<file path="src/sv/efp_pkg.sv">
package efp_pkg;

  localparam int COORD_W = 32;
  localparam int INDEX_W = 12;
  localparam int COUNT_W = 16;
  localparam int CFG_ADDR_W = 3;
  localparam int CFG_DATA_W = 32;
  localparam int Q_FRAC = 28;
  localparam int Q_FRAC_HALF = 27;
  localparam int WIDE_W = 66;

  localparam int COLUMN_LIMIT_DEF = 4096;
  localparam int ROW_LIMIT_DEF = 4096;

  localparam logic [CFG_ADDR_W-1:0] CFG_REAL_ORIGIN = 3'd0;
  localparam logic [CFG_ADDR_W-1:0] CFG_REAL_STEP = 3'd1;
  localparam logic [CFG_ADDR_W-1:0] CFG_IMAG_ORIGIN = 3'd2;
  localparam logic [CFG_ADDR_W-1:0] CFG_IMAG_STEP = 3'd3;
  localparam logic [CFG_ADDR_W-1:0] CFG_ITER_LIMIT = 3'd4;

  localparam logic signed [COORD_W-1:0] REAL_ORIGIN_RST = -32'sd536870912;
  localparam logic signed [COORD_W-1:0] REAL_STEP_RST = 32'sd419649;
  localparam logic signed [COORD_W-1:0] IMAG_ORIGIN_RST = -32'sd268435456;
  localparam logic signed [COORD_W-1:0] IMAG_STEP_RST = 32'sd497563;
  localparam logic [COUNT_W-1:0] ITER_LIMIT_RST = 16'd500;

  // Escape bound: |z|^2 > 4 in Q8.56.
  localparam logic [64:0] ESC_BOUND = 65'h1 << (2 * Q_FRAC + 2);

  localparam logic signed [WIDE_W-1:0] SAT_MAX = 66'sd2147483647;
  localparam logic signed [WIDE_W-1:0] SAT_MIN = -66'sd2147483648;

  typedef struct packed {
    logic [INDEX_W-1:0] column;
    logic [INDEX_W-1:0] row;
  } in_item_t;

  typedef struct packed {
    logic [INDEX_W-1:0] out_column;
    logic [INDEX_W-1:0] out_row;
    logic [COUNT_W-1:0] iteration_count;
    logic               escaped;
  } out_item_t;

  typedef struct packed {
    logic load;
    logic coord_mul;
    logic coord_add;
    logic iter_mul;
    logic iter_step;
    logic finish;
  } ctrl_cmd_t;

  typedef struct packed {
    logic escape;
    logic at_limit;
  } dp_status_t;

  function automatic logic signed [COORD_W-1:0] sat32(input logic signed [WIDE_W-1:0] v);
    logic signed [COORD_W-1:0] r;
    if (v > SAT_MAX) begin
      r = SAT_MAX[COORD_W-1:0];
    end else if (v < SAT_MIN) begin
      r = SAT_MIN[COORD_W-1:0];
    end else begin
      r = v[COORD_W-1:0];
    end
    return r;
  endfunction

endpackage

</file>
<file path="src/sv/efp_ctrl.sv">
module efp_ctrl (
  input  logic                  clk,
  input  logic                  rst_n,
  input  logic                  start,
  output logic                  busy,
  input  efp_pkg::dp_status_t   status,
  output efp_pkg::ctrl_cmd_t    cmd
);
  import efp_pkg::*;

  localparam logic [2:0] ST_IDLE = 3'd0;
  localparam logic [2:0] ST_CMUL = 3'd1;
  localparam logic [2:0] ST_CADD = 3'd2;
  localparam logic [2:0] ST_IMUL = 3'd3;
  localparam logic [2:0] ST_IUPD = 3'd4;

  logic [2:0] state_r;
  logic [2:0] state_nxt;

  assign busy = (state_r != ST_IDLE);

  always_comb begin
    state_nxt = state_r;
    cmd = '0;
    case (state_r)
      ST_IDLE: begin
        if (start) begin
          cmd.load = 1'b1;
          state_nxt = ST_CMUL;
        end
      end
      ST_CMUL: begin
        cmd.coord_mul = 1'b1;
        state_nxt = ST_CADD;
      end
      ST_CADD: begin
        cmd.coord_add = 1'b1;
        state_nxt = ST_IMUL;
      end
      ST_IMUL: begin
        cmd.iter_mul = 1'b1;
        state_nxt = ST_IUPD;
      end
      ST_IUPD: begin
        // Escape or the limit ends the pixel; on a tie the result reports an escape.
        if (status.escape || status.at_limit) begin
          cmd.finish = 1'b1;
          state_nxt = ST_IDLE;
        end else begin
          cmd.iter_step = 1'b1;
          state_nxt = ST_IMUL;
        end
      end
      default: begin
        state_nxt = ST_IDLE;
      end
    endcase
  end

  always_ff @(posedge clk) begin
    if (!rst_n) begin
      state_r <= ST_IDLE;
    end else begin
      state_r <= state_nxt;
    end
  end

endmodule

</file>
<file path="config.mk">
export PLATFORM = sky130hd
export DESIGN_NAME = efp_ctrl
export DESIGN_NICKNAME = d
export VERILOG_FILES = /design/src/sv/efp_pkg.sv /design/src/sv/efp_ctrl.sv
export SDC_FILE = /design/constraint.sdc
export NUM_CORES = 1
export LEC_CHECK = 0
export BUFFER_PORTS_ARGS = -buffer_cell sky130_fd_sc_hd__buf_2
export CAP_MARGIN = 5
export CORE_AREA = 3 3 40 42
export DETAILED_ROUTE_END_ITERATION = 6
export DIE_AREA = 0 0 43 45
export GPL_TIMING_DRIVEN = 0
export PLACE_DENSITY = 0.33
export SLEW_MARGIN = 20
export SYNTH_ARGS = -nofsm -noshare
export SYNTH_HDL_FRONTEND = slang
export SYNTH_SLANG_ARGS = --single-unit
</file>
<file path="constraint.sdc">
create_clock -name clk -period 1.53 [get_ports clk]
set_input_delay 0.2295 -clock clk [delete_from_list [all_inputs] [get_ports clk]]
set_output_delay 0.2295 -clock clk [all_outputs]
set_load 0.1 [all_outputs]
</file>
==> out/metrics.yaml, run 1 <==
multi_input_area_sq_um: 163
synthAdderAreaFrac_pct: 0
vias: 229
hold_class: "primary input to flop"
synth_fp_nets: 27
h-tree-depth: 1
clockBufferDepth: 2
async_flop_share_pct: 0
hold_depth: 3
ff2ff_path_depth: 3
largest_reg_flops: 3
irDropWorstVdd_mv: 0.357
first_iter_violations: 4
drive_gt1_share_pct: 74.4
start_kind: "flop"
slew_headroom_pct: 81.5
crit_required_ns: 1.30
cts_buffers: 3
synthMuxAreaShare_pct: 0
cts.sinks: 3
design_area_sq_um: 403
die_area_sq_um: 1940
synth_cell_type_count: 18
synth_commonest_cells: "dfxtp_1 (3), nor2_1 (3)"
final_core_util_pct: 31.4
grt_pass1_wl_um: 869
gp_congestion: 0.625
cts_root_buf: "clkbuf_4"
io_pins: 12
die_y_um: 45
vias_per_cell: 4.24
synth_top_area_cell: "dfxtp_1"
setup_ws_ns: -0.0727
finalNetCount: 45
synth_compound_area_share_pct: 15.2
rsz0062_at_grt: "yes"
clk_latency_ns: 0.23
cp_num_buf_inv: 1
post_drt_wl_per_cell_um: 9.50
grt_usage_pct: 6.57
seq_area_sq_um: 66.3
avgSynthCellArea_sq_um: 8.59
core_area_sq_um: 1280
crit_cells: 3
wl_um: 513
ys.flop_type: "dfxtp_1"
max-cap-violations: 0
finalMaxSlewViolations: 0
placed_cell_area_sq_um: 302
ys_ff_latch: 3
synth_top_area_share_pct: 31.8
fill_cells: 139
path_class: "flop to primary output"
drc: 0
setup_viol: 2
drtAntennaViolNets: 0
fin_skew_ns: 0.00253
violations: "negative setup slack"
cts_tree: "built"
grt_pass1_vias: 219
cp_cell_sequence: "or3b_4 -> nor3_4 -> buf_12"
critPathTopFamily: "simple AND/OR/NAND/NOR gates"
largestRegisters: "state_r (3)"
grt_overflow_total: 0
synthTopCellsByArea: "dfxtp_1 (32%), nor2_1 (6.0%), o311a_2 (6.0%), or4b_1 (5.3%), and2b_2 (4.6%)"
place_inst: 48
crit_path_max_incr_delay_ns: 0.43
fin_cells: 54
cp_slowest_cell: "or3b_4"
end_kind: "primary output"
leakage_nw: 0.181
portBuffers: 11
synthSimpleGateAreaFrac_pct: 51.0
p_total_w: 0.000411
fmax_ghz: 0.624
synth_top_family_by_area: "simple AND/OR/NAND/NOR gates"
antenna_found_initial: 0
synth_cells: 22
first_pass_iters: 4
worstPathArrival_ns: 1.37
hold_viol_final: 0
diodes: 0
power_density_nw_per_um2: 1020
top_register: "state_r"
grt_max_degree: 11
tightestPinTransition_ns: 0.274
clk_pin_slew_worst_paths_ns: 0.04
whs_ns: 0.243
seq_area_frac_synth_pct: 31.8
num_rows: 13
layout_min_cycle_time_ns: 1.60
synth-edff-count: 0
status: "finished with violations"
ys_warn_count: 0
critPathMaxFanout: 7
start_util_pct: 14.7
period_share_pct: 105
die_x_um: 43
syn2layout_area_growth_pct: 113
netlist_area_sq_um: 189
synthXorXnorAreaFrac_pct: 0
postCtsHoldBufs: 0
## metal layers
| metal | global-route usage [%] | part of all wire, % | up-vias | wire, um |
|---|---|---|---|---|
| li1 | - | - | 117 | - |
| met1 | 6.01 | 37 | 103 | 191 |
| met2 | 10.8 | 53 | 7 | 273 |
| met3 | 1.20 | 6.4 | 2 | 33 |
| met4 | 9.04 | 2.7 | 0 | 14 |
| met5 | 0 | 0 | - | 0 |
## placed cells by master, fill, tap and decap left out, types with 2 or more instances in the layout
cell type	netlist	layout
buf_2	0	4
clkbuf_4	0	3
buf_12	0	3
dfxtp_2	0	2
buf_4	0	6
nor2_4	0	2
## repair_timing
action,4_1_cts,5_1_grt
resized for setup,18,2
gates cloned,0,0
endpoints found under the setup margin,7,4
buffers inserted,2,0
pin swaps,3,2
## path summary, 6_finish.rpt
check,from,to,slack [ns]
max,state_r[0],cmd[1],-0.07
min,rst_n,state_r[0],0.24
max reg2reg,state_r[2],state_r[0],0.43
min reg2reg,state_r[1],state_r[2],0.57
## worst register-to-register path, cell delays in order (launching register included)
cell and delay [ns]:
dfxtp_4 0.35, buf_4 0.11, or4b_1 0.42, a21oi_1 0.14
## cell families after synthesis
| group | Yosys count |
|---|---|
| simple gates | 14 |
| flops | 3 |
| compound gates | 4 |
| buf+inv | 1 |
## report_power, final
| part | switching [W] | leakage, nW | internal, W | total (W) |
|---|---|---|---|---|
| Clock | 0.0000402 | 0.0150 | 0.0000977 | 0.000138 |
| Sequential | 0.0000104 | 0.0261 | 0.0000842 | 0.0000946 |
| Combinational | 0.000127 | 0.140 | 0.0000521 | 0.000179 |
| Total | 0.000177 | 0.181 | 0.000234 | 0.000411 |
## final cells by class
class                      count  area share, %
sequential                     3           16.5
tap                           15           4.66
clock buffer                   4           6.52
inverter                       1          0.932
multi-input combinational     18           40.4
timing repair buffer          13           31.1
## stage by stage
step | setup TNS, ns | setup WS, ns
floorplan | -0.785 | -0.349
global placement | -0.241 | -0.165
detailed placement | -0.250 | -0.170
CTS | -0.0975 | -0.0817
global route | -0.187 | -0.116
finish | -0.0747 | -0.0727
Note: power is estimated with default switching activity, not from simulation.
==> run 2: changes to the inputs <==
Settings changed: BUFFER_PORTS_ARGS -buffer_cell sky130_fd_sc_hd__buf_2 to unset, DONT_BUFFER_PORTS set to 1, PLACE_DENSITY 0.33 to 0.3.
==> run 2 against run 1 <==
The run still ends with negative setup slack left. Sequential power fell by 4.1%. Routed wire length rose by 11%. Die area did not move. Combinational power barely moved. Hold slack got worse by 0.13 ns. Clock power barely moved. Clock-buffer cell count did not move. Total power fell by 0.77%. Utilization fell by 3.1 points. Critical endpoint unchanged.
==> out/metrics.yaml, run 2 (synthesis results as in run 1) <==
status: "finished with violations"
violations: "negative setup slack"
drive_gt1_share_pct: 70.6
diodes: 0
rsz0062_at_grt: "yes"
fin_cells: 49
critPathTopFamily: "simple AND/OR/NAND/NOR gates"
end_kind: "primary output"
hold_viol_final: 0
grt_pass1_vias: 214
die_x_um: 43
power_density_nw_per_um2: 1120
setup_ws_ns: -0.454
start_util_pct: 14.7
top_register: "state_r"
period_share_pct: 130
drc: 0
postCtsHoldBufs: 0
drtAntennaViolNets: 0
max-cap-violations: 0
irDropWorstVdd_mv: 0.322
cp_cell_sequence: "or3b_4 -> nor3_4"
num_rows: 13
layout_common_cells: "buf_4 (5), clkbuf_4 (3), buf_6 (3), dfxtp_4 (3), nor2_4 (2)"
core_area_sq_um: 1280
syn2layout_area_growth_pct: 92.1
io_pins: 12
h-tree-depth: 1
finalMaxSlewViolations: 0
finalNetCount: 40
antenna_found_initial: 0
seq_area_sq_um: 71.3
vias_per_cell: 4.41
worstPathArrival_ns: 1.75
largest_reg_flops: 3
path_class: "flop to primary output"
wl_um: 567
vias: 216
portBuffers: 0
fmax_ghz: 0.504
cts_tree: "built"
grt_overflow_total: 0
critPathMaxFanout: 4
gp_congestion: 0.587
setup_viol: 4
layout_commonest_cell: "buf_4"
clockBufferDepth: 2
cts_root_buf: "clkbuf_4"
hold_class: "primary input to flop"
first_iter_violations: 1
cp_slowest_cell: "nor3_4"
tightestPinTransition_ns: 1.04
layout_min_cycle_time_ns: 1.98
grt_pass1_wl_um: 897
p_total_w: 0.000408
post_drt_wl_per_cell_um: 11.6
grt_max_degree: 11
cts_buffers: 3
place_inst: 37
first_pass_iters: 2
cts.sinks: 3
crit_required_ns: 1.30
start_kind: "flop"
die_y_um: 45
leakage_nw: 0.150
clk_latency_ns: 0.24
clk_pin_slew_worst_paths_ns: 0.04
final_core_util_pct: 28.2
slew_headroom_pct: 30.4
fill_cells: 141
largestRegisters: "state_r (3)"
multi_input_area_sq_um: 171
cp_num_buf_inv: 0
grt_usage_pct: 6.83
die_area_sq_um: 1940
crit_path_max_incr_delay_ns: 0.77
fin_skew_ns: 0.00657
## run 2: changes by cell type in the layout (fill, tap and decap cells not counted), sizes merged
cell	change
buf	-5
## run 2: layout make-up
cell class,instances,share of cell area (%)
multi-input cells,18,47.2
flip-flops and latches,3,19.7
repair buffers,8,19.7
clock buffers,4,7.24
well taps,15,5.17
inverters,1,1.03
## run 2: routing by layer
layer  vias up  global-route usage, %  share of wire (%)  routed length (um)
met3         2                   6.37                 10                  59
met2         8                   9.58                 49                 277
li1        105                      -                  -                   -
met1       101                   6.75                 40                 224
met4         0                   3.61               0.88                   5
met5         -                      0                  0                   0
## run 2: power by group
group	switching (W)	internal, W
Clock	0.0000432	0.0000978
Combinational	0.000127	0.0000498
Sequential	0.00000744	0.0000833
## run 2: through the flow
stage / setup WS [ns] / hold slack [ns] / cell area (sq um) / setup TNS, ns
5_1_grt: -0.485 / 0.0985 / 363 / -1.62
3_3_place_gp: -0.443 / 0.363 / 246 / -1.05
2_1_floorplan: -0.349 / 0.351 / 228 / -0.785
3_5_place_dp: -0.431 / 0.358 / 253 / -0.799
6_report: -0.454 / 0.112 / 363 / -1.42
4_1_cts: -0.468 / 0.105 / 329 / -1.46
## run 2: repair_timing
item,CTS,global route
pin swaps,5,5
cloned,0,0
endpoints found under the setup margin,6,6
gates resized for setup,7,3
setup buffers,5,5
## run 2: final timing paths
kind                                  from          to  slack (ns)  cells past startpoint
worst max-delay path            state_r[0]      cmd[1]       -0.45                      2
worst min-delay path                 rst_n  state_r[0]        0.11                      2
worst max register to register  state_r[0]  state_r[1]        0.27                      4
worst min register to register  state_r[1]  state_r[1]        0.56                      1
